**src/hdl/level_gate_controller_with_commands_macros.svh**
```systemverilog
// assertion macros shared by the level gate controller rtl
`ifndef LEVEL_GATE_CONTROLLER_WITH_COMMANDS_MACROS_SVH
`define LEVEL_GATE_CONTROLLER_WITH_COMMANDS_MACROS_SVH

// plain check, sampled on the rising clock edge, off during reset
`define LGC_CHECK(label, prop, msg) \
  label: assert property (@(posedge clk) disable iff (!rst_n) (prop)) else $error(msg);

// same-cycle implication
`define LGC_IMPLY(label, ante, cons, msg) \
  label: assert property (@(posedge clk) disable iff (!rst_n) (ante) |-> (cons)) \
    else $error(msg);

// next-cycle implication
`define LGC_IMPLY_NEXT(label, ante, cons, msg) \
  label: assert property (@(posedge clk) disable iff (!rst_n) (ante) |=> (cons)) \
    else $error(msg);

`endif

```
**src/hdl/lgc_pkg.sv**
```systemverilog
// types and constants of the level gate controller
package lgc_pkg;

  localparam int MATCH_LEN = 5;
  localparam int IDX_W     = $clog2(MATCH_LEN);

  localparam logic [7:0]  CHAR_CR    = 8'h0D;
  localparam logic [7:0]  CHAR_LF    = 8'h0A;
  localparam logic [31:0] WORD_OPEN  = "OPEN";
  localparam logic [39:0] WORD_CLOSE = "CLOSE";
  localparam logic [31:0] WORD_AUTO  = "AUTO";

  localparam logic [15:0] SAFE_RESET   = 16'd2900;
  localparam logic [15:0] DANGER_RESET = 16'd1160;

  localparam logic CFG_SAFE   = 1'b0;
  localparam logic CFG_DANGER = 1'b1;

  localparam logic OP_BYTE = 1'b0;
  localparam logic OP_ECHO = 1'b1;

  localparam logic KIND_CMD  = 1'b0;
  localparam logic KIND_MEAS = 1'b1;

  localparam logic [1:0] ZONE_NONE   = 2'd0;
  localparam logic [1:0] ZONE_SAFE   = 2'd1;
  localparam logic [1:0] ZONE_ALARM  = 2'd2;
  localparam logic [1:0] ZONE_DANGER = 2'd3;

  localparam logic [1:0] MOTOR_NONE      = 2'd0;
  localparam logic [1:0] MOTOR_SEQ_OPEN  = 2'd1;
  localparam logic [1:0] MOTOR_SEQ_CLOSE = 2'd2;

  localparam logic [2:0] STAT_NONE       = 3'd0;
  localparam logic [2:0] STAT_OPEN       = 3'd1;
  localparam logic [2:0] STAT_CLOSE      = 3'd2;
  localparam logic [2:0] STAT_AUTO       = 3'd3;
  localparam logic [2:0] STAT_CLOSE_1ST  = 3'd4;
  localparam logic [2:0] STAT_UNKNOWN    = 3'd5;

  localparam logic [1:0] BUZZ_OFF    = 2'd0;
  localparam logic [1:0] BUZZ_ALARM  = 2'd1;
  localparam logic [1:0] BUZZ_DANGER = 2'd2;
  localparam logic [1:0] BUZZ_BEEP   = 2'd3;

  typedef enum logic [1:0] {
    CMD_OPEN,
    CMD_CLOSE,
    CMD_AUTO,
    CMD_UNKNOWN
  } cmd_t;

  typedef struct packed {
    logic line_done;
    cmd_t cmd;
  } line_stat_t;

endpackage

```
**src/hdl/lgc_line.sv**
```systemverilog
// serial line assembly and command word match
module lgc_line #(
  parameter int LINE_CAPACITY = 20
) (
  input  logic                clk,
  input  logic                rst_n,
  input  logic                step_en,
  input  logic [7:0]          rx_byte,
  output lgc_pkg::line_stat_t stat
);

  localparam int LEN_W = $clog2(LINE_CAPACITY);

  logic [LEN_W-1:0] len_r, len_nxt;
  logic [7:0]       store_r [lgc_pkg::MATCH_LEN];
  logic             is_cr, is_lf, room, store_en;
  logic             m_open, m_close, m_auto;

  assign is_cr    = (rx_byte == lgc_pkg::CHAR_CR);
  assign is_lf    = (rx_byte == lgc_pkg::CHAR_LF);
  assign room     = (len_r < LEN_W'(LINE_CAPACITY - 1));
  // only the head of the line can ever match a command word
  assign store_en = step_en && !is_cr && !is_lf && room &&
                    (len_r < LEN_W'(lgc_pkg::MATCH_LEN));

  always_comb begin
    len_nxt = len_r;
    if (step_en && !is_cr) begin
      if (is_lf || !room) begin
        len_nxt = '0;
      end else begin
        len_nxt = len_r + LEN_W'(1);
      end
    end
  end

  always_ff @(posedge clk) begin
    if (!rst_n) begin
      len_r <= '0;
    end else begin
      len_r <= len_nxt;
    end
  end

  always_ff @(posedge clk) begin
    if (store_en) begin
      store_r[len_r[lgc_pkg::IDX_W-1:0]] <= rx_byte;
    end
  end

  assign m_open  = (len_r == LEN_W'(4)) &&
                   ({store_r[0], store_r[1], store_r[2], store_r[3]} == lgc_pkg::WORD_OPEN);
  assign m_close = (len_r == LEN_W'(5)) &&
                   ({store_r[0], store_r[1], store_r[2], store_r[3], store_r[4]}
                    == lgc_pkg::WORD_CLOSE);
  assign m_auto  = (len_r == LEN_W'(4)) &&
                   ({store_r[0], store_r[1], store_r[2], store_r[3]} == lgc_pkg::WORD_AUTO);

  always_comb begin
    stat.line_done = is_lf;
    priority if (m_open) begin
      stat.cmd = lgc_pkg::CMD_OPEN;
    end else if (m_close) begin
      stat.cmd = lgc_pkg::CMD_CLOSE;
    end else if (m_auto) begin
      stat.cmd = lgc_pkg::CMD_AUTO;
    end else begin
      stat.cmd = lgc_pkg::CMD_UNKNOWN;
    end
  end

endmodule

```
**src/hdl/lgc_zone.sv**
```systemverilog
// threshold registers and echo count zone classification
module lgc_zone (
  input  logic        clk,
  input  logic        rst_n,
  input  logic        cfg_we,
  input  logic        cfg_index,
  input  logic [15:0] cfg_data,
  input  logic [15:0] echo_count,
  output logic [1:0]  zone
);

  logic [15:0] safe_r, danger_r;

  always_ff @(posedge clk) begin
    if (!rst_n) begin
      safe_r   <= lgc_pkg::SAFE_RESET;
      danger_r <= lgc_pkg::DANGER_RESET;
    end else if (cfg_we) begin
      unique case (cfg_index)
        lgc_pkg::CFG_SAFE:   safe_r   <= cfg_data;
        lgc_pkg::CFG_DANGER: danger_r <= cfg_data;
        default: ;
      endcase
    end
  end

  // safe test wins when thresholds overlap
  always_comb begin
    priority if (echo_count > safe_r) begin
      zone = lgc_pkg::ZONE_SAFE;
    end else if (echo_count <= danger_r) begin
      zone = lgc_pkg::ZONE_DANGER;
    end else begin
      zone = lgc_pkg::ZONE_ALARM;
    end
  end

endmodule

```
**src/hdl/level_gate_controller_with_commands.sv**
```systemverilog
// level gate controller: serial commands, echo zones and gate control
// a result passes the input register, then the output register; a blocked output holds
// it in the input register. throughput: one word per cycle while the output is not stalled,
// set by the combinational decision logic between the input register and the output register
// bytes that end no line (carriage return, ordinary text) give no result
// reset: synchronous active-low; gate closed, automatic mode, empty line,
// no zone yet, thresholds 2900 and 1160
module level_gate_controller_with_commands #(
  parameter int LINE_CAPACITY = 20
) (
  input  logic        clk,
  input  logic        rst_n,
  // input channel
  input  logic        in_valid,
  output logic        in_stall,
  input  logic        in_opcode,
  input  logic [7:0]  in_rx_byte,
  input  logic [15:0] in_echo_count,
  // result channel
  output logic        out_valid,
  input  logic        out_stall,
  output logic        out_kind,
  output logic [1:0]  out_zone,
  output logic        out_zone_changed,
  output logic        out_gate_is_open,
  output logic        out_manual_mode,
  output logic [1:0]  out_motor_action,
  output logic [2:0]  out_command_status,
  output logic [1:0]  out_buzzer_pattern,
  // configuration
  input  logic        cfg_we,
  input  logic        cfg_index,
  input  logic [15:0] cfg_data
);

`include "level_gate_controller_with_commands_macros.svh"

  // input register
  logic        s1_valid_r, s1_valid_nxt;
  logic        s1_opcode_r;
  logic [7:0]  s1_rx_r;
  logic [15:0] s1_echo_r;

  // control state
  logic       gate_r, gate_nxt;
  logic       manual_r, manual_nxt;
  logic [1:0] zone_r, zone_nxt;

  // output register
  logic       out_valid_r, out_valid_nxt;
  logic       kind_r, kind_nxt;
  logic [1:0] ozone_r, ozone_nxt;
  logic       changed_r, changed_nxt;
  logic [1:0] motor_r, motor_nxt;
  logic [2:0] status_r, status_nxt;
  logic [1:0] buzz_r, buzz_nxt;
  logic       gate_out_r, manual_out_r;

  lgc_pkg::line_stat_t lstat;
  logic [1:0]          meas_zone;
  logic                accept, has_result, out_free, s1_adv, step_byte;

  // check helpers
  logic res_step, cmd_shown, motor_run;

  // a word with no result leaves stage one even when the output is blocked
  assign has_result = (s1_opcode_r == lgc_pkg::OP_ECHO) || lstat.line_done;
  assign out_free   = !out_valid_r || !out_stall;
  assign s1_adv     = s1_valid_r && (!has_result || out_free);
  assign in_stall   = s1_valid_r && !s1_adv;
  assign accept     = in_valid && !in_stall;
  assign step_byte  = s1_adv && (s1_opcode_r == lgc_pkg::OP_BYTE);

  lgc_line #(
    .LINE_CAPACITY(LINE_CAPACITY)
  ) u_line (
    .clk    (clk),
    .rst_n  (rst_n),
    .step_en(step_byte),
    .rx_byte(s1_rx_r),
    .stat   (lstat)
  );

  lgc_zone u_zone (
    .clk       (clk),
    .rst_n     (rst_n),
    .cfg_we    (cfg_we),
    .cfg_index (cfg_index),
    .cfg_data  (cfg_data),
    .echo_count(s1_echo_r),
    .zone      (meas_zone)
  );

  // input register control
  always_comb begin
    s1_valid_nxt = s1_valid_r;
    if (accept) begin
      s1_valid_nxt = 1'b1;
    end else if (s1_adv) begin
      s1_valid_nxt = 1'b0;
    end
  end

  always_ff @(posedge clk) begin
    if (!rst_n) begin
      s1_valid_r <= 1'b0;
    end else begin
      s1_valid_r <= s1_valid_nxt;
    end
  end

  always_ff @(posedge clk) begin
    if (accept) begin
      s1_opcode_r <= in_opcode;
      s1_rx_r     <= in_rx_byte;
      s1_echo_r   <= in_echo_count;
    end
  end

  // decision logic for the word in stage one
  always_comb begin
    gate_nxt    = gate_r;
    manual_nxt  = manual_r;
    zone_nxt    = zone_r;
    kind_nxt    = lgc_pkg::KIND_CMD;
    ozone_nxt   = zone_r;
    changed_nxt = 1'b0;
    motor_nxt   = lgc_pkg::MOTOR_NONE;
    status_nxt  = lgc_pkg::STAT_NONE;
    buzz_nxt    = lgc_pkg::BUZZ_BEEP;
    if (s1_opcode_r == lgc_pkg::OP_BYTE) begin
      // finished command line; zone reported unchanged
      unique case (lstat.cmd)
        lgc_pkg::CMD_OPEN: begin
          if (!gate_r) begin
            motor_nxt = lgc_pkg::MOTOR_SEQ_OPEN;
            gate_nxt  = 1'b1;
          end
          manual_nxt = 1'b1;
          status_nxt = lgc_pkg::STAT_OPEN;
        end
        lgc_pkg::CMD_CLOSE: begin
          if (gate_r) begin
            motor_nxt = lgc_pkg::MOTOR_SEQ_CLOSE;
            gate_nxt  = 1'b0;
          end
          manual_nxt = 1'b1;
          status_nxt = lgc_pkg::STAT_CLOSE;
        end
        lgc_pkg::CMD_AUTO: begin
          // automatic mode only with the gate closed
          if (!gate_r) begin
            manual_nxt = 1'b0;
            status_nxt = lgc_pkg::STAT_AUTO;
          end else begin
            status_nxt = lgc_pkg::STAT_CLOSE_1ST;
          end
        end
        lgc_pkg::CMD_UNKNOWN: status_nxt = lgc_pkg::STAT_UNKNOWN;
        default: status_nxt = lgc_pkg::STAT_UNKNOWN;
      endcase
    end else begin
      // measurement: classify, then act in automatic mode
      kind_nxt    = lgc_pkg::KIND_MEAS;
      ozone_nxt   = meas_zone;
      changed_nxt = (meas_zone != zone_r);
      zone_nxt    = meas_zone;
      priority if (meas_zone == lgc_pkg::ZONE_SAFE) begin
        buzz_nxt = lgc_pkg::BUZZ_OFF;
        if (!manual_r && gate_r) begin
          motor_nxt = lgc_pkg::MOTOR_SEQ_CLOSE;
          gate_nxt  = 1'b0;
        end
      end else if (meas_zone == lgc_pkg::ZONE_DANGER) begin
        buzz_nxt = lgc_pkg::BUZZ_DANGER;
        if (!manual_r && !gate_r) begin
          motor_nxt = lgc_pkg::MOTOR_SEQ_OPEN;
          gate_nxt  = 1'b1;
        end
      end else begin
        buzz_nxt = lgc_pkg::BUZZ_ALARM;
      end
    end
  end

  // state moves only when a word that yields a result leaves stage one
  always_ff @(posedge clk) begin
    if (!rst_n) begin
      gate_r   <= 1'b0;
      manual_r <= 1'b0;
      zone_r   <= lgc_pkg::ZONE_NONE;
    end else if (s1_adv && has_result) begin
      gate_r   <= gate_nxt;
      manual_r <= manual_nxt;
      zone_r   <= zone_nxt;
    end
  end

  // output register
  always_comb begin
    out_valid_nxt = out_valid_r;
    if (s1_adv && has_result) begin
      out_valid_nxt = 1'b1;
    end else if (!out_stall) begin
      out_valid_nxt = 1'b0;
    end
  end

  always_ff @(posedge clk) begin
    if (!rst_n) begin
      out_valid_r <= 1'b0;
    end else begin
      out_valid_r <= out_valid_nxt;
    end
  end

  always_ff @(posedge clk) begin
    if (s1_adv && has_result) begin
      kind_r       <= kind_nxt;
      ozone_r      <= ozone_nxt;
      changed_r    <= changed_nxt;
      gate_out_r   <= gate_nxt;
      manual_out_r <= manual_nxt;
      motor_r      <= motor_nxt;
      status_r     <= status_nxt;
      buzz_r       <= buzz_nxt;
    end
  end

  assign out_valid          = out_valid_r;
  assign out_kind           = kind_r;
  assign out_zone           = ozone_r;
  assign out_zone_changed   = changed_r;
  assign out_gate_is_open   = gate_out_r;
  assign out_manual_mode    = manual_out_r;
  assign out_motor_action   = motor_r;
  assign out_command_status = status_r;
  assign out_buzzer_pattern = buzz_r;

  assign res_step  = s1_adv && has_result;
  assign cmd_shown = out_valid_r && (kind_r == lgc_pkg::KIND_CMD);
  assign motor_run = (motor_r != lgc_pkg::MOTOR_NONE);

  // a pending stalled result is never overwritten
  `LGC_CHECK(a_no_overwrite, !(out_valid_r && out_stall && res_step), "result lost")
  // an open sequence always leaves the gate open
  `LGC_IMPLY(a_open_seq, out_valid_r && (motor_r == lgc_pkg::MOTOR_SEQ_OPEN), gate_out_r, "gate shut")
  // command results beep and never flag a zone change
  `LGC_IMPLY(a_cmd_fields, cmd_shown, (buzz_r == lgc_pkg::BUZZ_BEEP) && !changed_r, "bad fields")
  // gate position changes exactly when the motor runs
  `LGC_IMPLY_NEXT(a_gate_motor, res_step, (gate_out_r != $past(gate_r)) == motor_run, "gate moved")

endmodule

```
**config.mk**
```make
export PLATFORM = sky130hd
export DESIGN_NAME = level_gate_controller_with_commands
export DESIGN_NICKNAME = d
export VERILOG_FILES = /design/src/hdl/lgc_pkg.sv /design/src/hdl/lgc_line.sv /design/src/hdl/lgc_zone.sv /design/src/hdl/level_gate_controller_with_commands.sv
export VERILOG_INCLUDE_DIRS = /design/src /design/src/hdl
export SDC_FILE = /design/constraint.sdc
export NUM_CORES = 1
export LEC_CHECK = 0
export ABC_AREA = 0
export BUFFER_PORTS_ARGS = -buffer_cell sky130_fd_sc_hd__buf_2
export CELL_PAD_IN_SITES_DETAIL_PLACEMENT = 0
export CELL_PAD_IN_SITES_GLOBAL_PLACEMENT = 1
export CORE_ASPECT_RATIO = 0.5
export CORE_MARGIN = 1.5
export CORE_UTILIZATION = 52
export CTS_BUF_LIST = sky130_fd_sc_hd__clkbuf_4 sky130_fd_sc_hd__clkbuf_8
export DETAILED_ROUTE_END_ITERATION = 7
export PLACE_DENSITY = 0.84
export SKIP_CTS_REPAIR_TIMING = 1
export SYNTH_ARGS = -nofsm -noshare
export SYNTH_HDL_FRONTEND = slang
export SYNTH_SLANG_ARGS = --single-unit
```
**constraint.sdc**
```tcl
create_clock -name clk -period 3.75 [get_ports clk]
set_input_delay 0.375 -clock clk [delete_from_list [all_inputs] [get_ports clk]]
set_output_delay 0.375 -clock clk [all_outputs]
set_load 0.01 [all_outputs]
```
### After elaboration in Yosys (flattened, before gate mapping)

Memories as Yosys holds them, arrays and structs flattened.
Cells that the tools add are included.
Widths: inputs -> output; s select.

* register bits: 81
* memory bits (writable): 40
* word-level logic and storage cells: 109
* memories kept: 1

Memories
* u_line.store_r: depth 5, width 8, read ports 5, clocked after memory_dff 0, write ports 1, RTL line lgc_line.sv:15 `logic [7:0] store_r [lgc_pkg::MATCH_LEN];`

* $add $sub $neg: 1
* $lt $le $gt $ge: 4
* equal/unequal tests: 14
* multiplexer cells: 35
* bitwise operators: 2
* reduce and logical (&&, ||, !) cells: 33

Operators by type and width (number)
* $eq 32x31->1 const B: 2
* $eq 40x39->1 const B: 1
* $mux 2: 10
* $mux 1: 19
* $eq 8x4->1 const B: 2
* $gt 16x16->1: 1
* $le 16x16->1: 1
* $logic_and 1x1->1: 14
* $pmux 3 s4: 1
* $eq 5x3->1 const B: 2
* $logic_not 1->1: 10
* $eq 2x2->1 const B: 3
* $add 5x1->5 const B: 1
* $lt 5x3->1 const B: 1
* $lt 5x5->1 const B: 1
* $mux 5: 1
* $eq 2x1->1 const B: 2
* $logic_or 1x1->1: 4
* $pmux 1 s2: 2
* $pmux 2 s2: 1
* $reduce_and 2->1: 2
* $mux 3: 1
* $logic_not 2->1: 1
* $ne 2x1->1 const B: 1
* other kinds (4): 5

### Logic depth before layout (Yosys ltp)

* depth in word-level cells: 12
* mapped depth: 9
* depth with buffers taken out: 9

### Cells and area by module

Synthesis repeated with hierarchy kept, for this count alone.

* cells, all modules: 462
* area, all modules: 5343.9 um^2

Modules (own cells, without submodules)
* lgc_zone: times used 1, cells an instance 244, area an instance 1960.6 um^2
* lgc_line: times used 1, cells an instance 117, area an instance 1769.2 um^2
* level_gate_controller_with_commands: times used 1, cells an instance 101, area an instance 1614.0 um^2

### Worst setup path after synthesis

OpenSTA, ideal clock, no wires.

* kind: reg2reg
* start point: register s1_rx_r[5]
* end point: register s1_echo_r[0] (enable)
* library setup time: 410 ps
* arrival: 2181 ps
* path slack: 1159 ps
* cell stages (with the launch flop): 7
* path buffers: 0
* cell sequence: edfxtp_1 nor4_1 and2_1 a31oi_1 nor2b_1 nor2b_1 nor2b_1

* word-level cells in the longest chain between the ends: 9

RTL lines
* from (decl): RTL line level_gate_controller_with_commands.sv:41 `logic [7:0] s1_rx_r;`
* from (signal assigned): RTL line level_gate_controller_with_commands.sv:115 `s1_rx_r <= in_rx_byte;`
* $eq 8x4->1: RTL line lgc_line.sv:20 `assign is_lf = (rx_byte == lgc_pkg::CHAR_LF);`
* $logic_or 1x1->1: RTL line level_gate_controller_with_commands.sv:67 `assign has_result = (s1_opcode_r == lgc_pkg::OP_ECHO) || lstat.line_done;`
* $logic_not 1->1: RTL line level_gate_controller_with_commands.sv:69 `assign s1_adv = s1_valid_r && (!has_result || out_free);`
* $logic_or 1x1->1: RTL line level_gate_controller_with_commands.sv:69
* $logic_and 1x1->1: RTL line level_gate_controller_with_commands.sv:69
* $logic_not 1->1: RTL line level_gate_controller_with_commands.sv:70 `assign in_stall = s1_valid_r && !s1_adv;`
* $logic_and 1x1->1: RTL line level_gate_controller_with_commands.sv:70
* named net in_stall: RTL line level_gate_controller_with_commands.sv:15 `output logic in_stall,`
* $logic_not 1->1: RTL line level_gate_controller_with_commands.sv:71 `assign accept = in_valid && !in_stall;`
* $logic_and 1x1->1: RTL line level_gate_controller_with_commands.sv:71
* named net accept: RTL line level_gate_controller_with_commands.sv:61 `logic accept, has_result, out_free, s1_adv, step_byte;`
* to (signal assigned): RTL line level_gate_controller_with_commands.sv:116 `s1_echo_r <= in_echo_count;`
* to (decl): RTL line level_gate_controller_with_commands.sv:42 `logic [15:0] s1_echo_r;`

The timed path passes the listed nets, and every way through them passes these cells.
A chain may end at the register's enable or synchronous reset.

### Worst setup path in the final report

* start point: register u_line.len_r[1]
* end point: register manual_r

* word-level cells in the longest chain between the ends: 9
* elaborated cells between the ends (all ways): 14

RTL lines
* from (decl): RTL line lgc_line.sv:14 `logic [LEN_W-1:0] len_r, len_nxt;`
* from (signal assigned): RTL line lgc_line.sv:41 `len_r <= len_nxt;`
* $eq 5x3->1: RTL line lgc_line.sv:51, lgc_line.sv:56
* $logic_and 1x1->1: RTL line lgc_line.sv:56 `assign m_auto = (len_r == LEN_W'(4)) &&`
* $mux 1: RTL line lgc_line.sv:65 `end else if (m_auto) begin`
* $mux 2: RTL line lgc_line.sv:63 `end else if (m_close) begin`
* $mux 2 *: RTL line lgc_line.sv:61 `priority if (m_open) begin`
* $eq 2x1->1 / $logic_not 2->1 (equally long branches): RTL line level_gate_controller_with_commands.sv:133 `unique case (lstat.cmd)`
* $reduce_or 2->1 (no source line)
* $pmux 1 s2 *: RTL line level_gate_controller_with_commands.sv:133
* $mux 1 *: RTL line level_gate_controller_with_commands.sv:131 `if (s1_opcode_r == lgc_pkg::OP_BYTE) begin`
* to (signal assigned): RTL line level_gate_controller_with_commands.sv:194 `manual_r <= manual_nxt;`
* to (decl): RTL line level_gate_controller_with_commands.sv:46 `logic manual_r, manual_nxt;`

Every way passes the cells marked *; elsewhere a longest branch is shown, timed or not.

==> run_results.csv <==
group,metric,value,unit
status,outcome,"completed",
sta,max_freq,0.377,GHz
placed_design,place_congestion,0.817,
drt,viasPerCell,5.29,
pwr,internal_power,0.00216,W
clock_tree,clkTransAtPathRegs,80,ps
setup_path,rrSetupSlack,1100,ps
finish,synthToLayoutAreaGrowth,16.6,%
sta,clock_skew,14.2,ps
pwr,leakagePower,2.38,nW
pwr,seqPwrFrac,0.520,
floorplan,fp.dieW,146,um
placed_design,place_area,0.00581,mm^2
sta,finalCritPeriodShare,0.707,
finish,final_area,0.00621,mm^2
sta,slew_headroom,0.462,
sta,hold_violations,0,
clock_tree,cts_buffer_depth,2,
setup_path,cp_data_arrival_time,2990,ps
drt,num_vias,3658,
pwr,p_total,0.00288,W
sta,tightestPinTransition,808,ps
synthesis,yosysWarnings,0,
clock_tree,clock_latency,440,ps
finish,drive_gt1_frac,0.189,
clock_tree,cts_tree,"done",
drt,drt_first_pass_iters,4,
placed_design,hpwl,7.17,mm
hold_path,min_path_cells,1,
drt,wl_per_cell,15.2,um
setup_path,crit_fanout,7,
clock_tree,htreeDepth,4,
synthesis,syn_area,0.00533,mm^2
setup_path,cp-end-kind,"register",
setup_path,critPathKind,"reg -> reg",
hold_path,worstHoldStart,"in_opcode",
synthesis,synth_flop_cell,"edfxtp_1",
drt,totalWireLength,10.5,mm
pwr,clkPwrFrac,0.409,
drt,drtIter0Drc,183,
hold_path,hold_class,"in -> reg",
finish,multi_input_area,0.00194,mm^2
setup_path,worstRegToRegCells,9,
synthesis,ys_seq_elements,121,
drt,drc,0,
sta,rsz0062_at_grt,"false",
hold_path,hold-path-endpoint,"s1_opcode_r$_DFFE_PP_",
placed_design,portBuffers,61,
finish,antennaDiodeCount,0,
floorplan,dieArea,0.0109,mm^2
floorplan,die_y,74.6,um
floorplan,io_pins,62,
finish,nNetsFinal,625,
synthesis,synth_edf_count,78,
finish,final_cell_mix,"78 x nand2_1, 78 x edfxtp_1, 61 x buf_2",
grt,grt_pass1_wl,17.3,mm
finish,regArea,0.00320,mm^2
job,max-cap-violations,0,
pwr,ir_drop,0.237,mV
synthesis,ys_types,50,
setup_path,startpoint_type,"register",
synthesis,synthArstFlopShare,0,
synthesis,synth_nets,550,
synthesis,syn_inst,468,
finish,fillerInstances,803,
clock_tree,cts_inserted_buffers,17,
sta,setup_slack,1100,ps
synthesis,synth_seq_area_share,0.601,
setup_path,timing.rr.end,"manual_r$_SDFFE_PN0P_",
pwr,power.density,463,mW/mm^2
floorplan,start_util,0.549,
pwr,power_switching,0.000722,W
sta,totalNegativeSetupSlack,0,ps
synthesis,syn_area_per_cell,11.4,um^2
sta,report.final.slew_viol_count,0,
sta,setup_viol,0,
clock_tree,cts_root_buf,"clkbuf_8",
grt,grt_pass1_vias,3630,
clock_tree,cts.sinks,121,
grt,grt_max_degree,44,
setup_path,regToRegStartpoint,"u_line.len_r[1]$_SDFFE_PN0N_",
grt,grt_overflow,0,
setup_path,cp_data_required_time,4090,ps
drt,ant_nets,0,
floorplan,core-area,0.00970,mm^2
floorplan,placementRows,25,
grt,track_usage,0.212,
grt,antenna_found_initial,0,
placed_design,place_ws,1110,ps
sta,layout_min_cycle_time,2650,ps
pwr,pwr-share-comb,0.071,
pwr,p_sw_frac,0.251,
-- state kept, by name (all words and copies together), names as in the netlist, 2 cells and up --
signal / flops
out_buzzer_pattern: 2
out_command_status: 3
out_motor_action: 2
out_zone: 2
s1_echo_r: 16
s1_rx_r: 8
u_line.len_r: 5
u_line.store_r: 40
u_zone.danger_r: 16
u_zone.safe_r: 16
zone_r: 2
-- critical path, stage by stage, from the launching register on --
cell,delay (ps)
dfxtp_1,380
inv_1,160
ha_1,170
nor4bb_1,230
nand4_1,180
or3_4,370
nor4_4,310
nand2_1,120
or4b_1,460
and3b_1,180
-- per-layer routing --
metal | up-vias | global-route usage | wire, um | share of wire
li1 | 1839 | - | - | -
met1 | 1735 | 0.264 | 5150 | 0.49
met2 | 66 | 0.360 | 4820 | 0.46
met3 | 18 | 0.0448 | 352 | 0.033
met4 | 0 | 0.111 | 199 | 0.019
met5 | - | 0 | 0 | 0
-- synthesized netlist by cell type, types with 2 or more instances --
| cell type | n | share of area |
|---|---|---|
| nor4bb_1 | 2 | 0.0038 |
| a31oi_1 | 4 | 0.0047 |
| clkbuf_1 | 11 | 0.0078 |
| inv_1 | 38 | 0.027 |
| and2_1 | 4 | 0.0047 |
| a21oi_1 | 23 | 0.022 |
| o211ai_1 | 9 | 0.013 |
| nor4b_1 | 4 | 0.0066 |
| edfxtp_1 | 78 | 0.44 |
| nand4b_1 | 2 | 0.0033 |
| nor2_1 | 17 | 0.012 |
| dfxtp_1 | 43 | 0.16 |
| ha_1 | 35 | 0.082 |
| o21ai_1 | 4 | 0.0038 |
| nand2_1 | 78 | 0.055 |
| and3_1 | 2 | 0.0023 |
| nor4_1 | 4 | 0.0047 |
| o21a_1 | 4 | 0.0056 |
| nand3_1 | 2 | 0.0019 |
| nand4_1 | 9 | 0.011 |
| a21boi_0 | 25 | 0.035 |
| or4bb_1 | 2 | 0.0042 |
| nor2b_1 | 12 | 0.014 |
| a22oi_1 | 3 | 0.0042 |
| o21ai_0 | 13 | 0.012 |
| nor3_1 | 11 | 0.010 |
| nand2b_1 | 6 | 0.0070 |
-- through the flow --
stage	hold slack, ps	cells	util
floorplan	424	468	-
global placement	453	659	0.599
detailed placement	462	659	0.599
CTS	84.6	691	0.641
global route	91.6	691	0.641
finish	113	691	0.641
-- cell families (layout without fill, tap and decap cells) --
kind of cell,after synthesis,in the layout,share of synthesized area
and+or+nand+nor,167,167,0.163
DFF,121,121,0.601
AOI/OAI and AO/OA,92,92,0.112
buffers and inverters,50,138,0.0352
adders and majority gates,35,35,0.0822
muxes,2,2,0.00399
xor gates and xnor gates,1,1,0.00164
-- power groups by stage --
stage / combinational, W / sequential, W / clock, W
2_1_floorplan: 0.000130 / 0.00152 / 0
6_report: 0.000204 / 0.00150 / 0.00118
3_3_place_gp: 0.000202 / 0.00153 / 0
3_5_place_dp: 0.000204 / 0.00153 / 0
5_1_grt: 0.000237 / 0.00150 / 0.00125
4_1_cts: 0.000206 / 0.00150 / 0.00120
-- cell type report --
cell class              count  area share
clock buffers              17      0.0377
repair buffers             68      0.0576
flip-flops and latches    121       0.516
clock inverters            15      0.0268
multi-input cells         297       0.312
inverters                  38      0.0230
well taps                 135      0.0272
-- worst max path at each step --
stage	start	endpoint	slack, ps
global route	u_line.len_r[0]$_SDFFE_PN0N_	manual_r$_SDFFE_PN0P_	910
global placement	u_line.len_r[0]$_SDFFE_PN0N_	manual_r$_SDFFE_PN0P_	1180
detailed placement	u_line.len_r[0]$_SDFFE_PN0N_	manual_r$_SDFFE_PN0P_	1110
floorplan	s1_rx_r[5]$_DFFE_PP_	s1_echo_r[0]$_DFFE_PP_	1160
finish	u_line.len_r[1]$_SDFFE_PN0N_	manual_r$_SDFFE_PN0P_	1100
CTS	u_line.len_r[0]$_SDFFE_PN0N_	manual_r$_SDFFE_PN0P_	1090
Power figures use the tool's default switching activity.
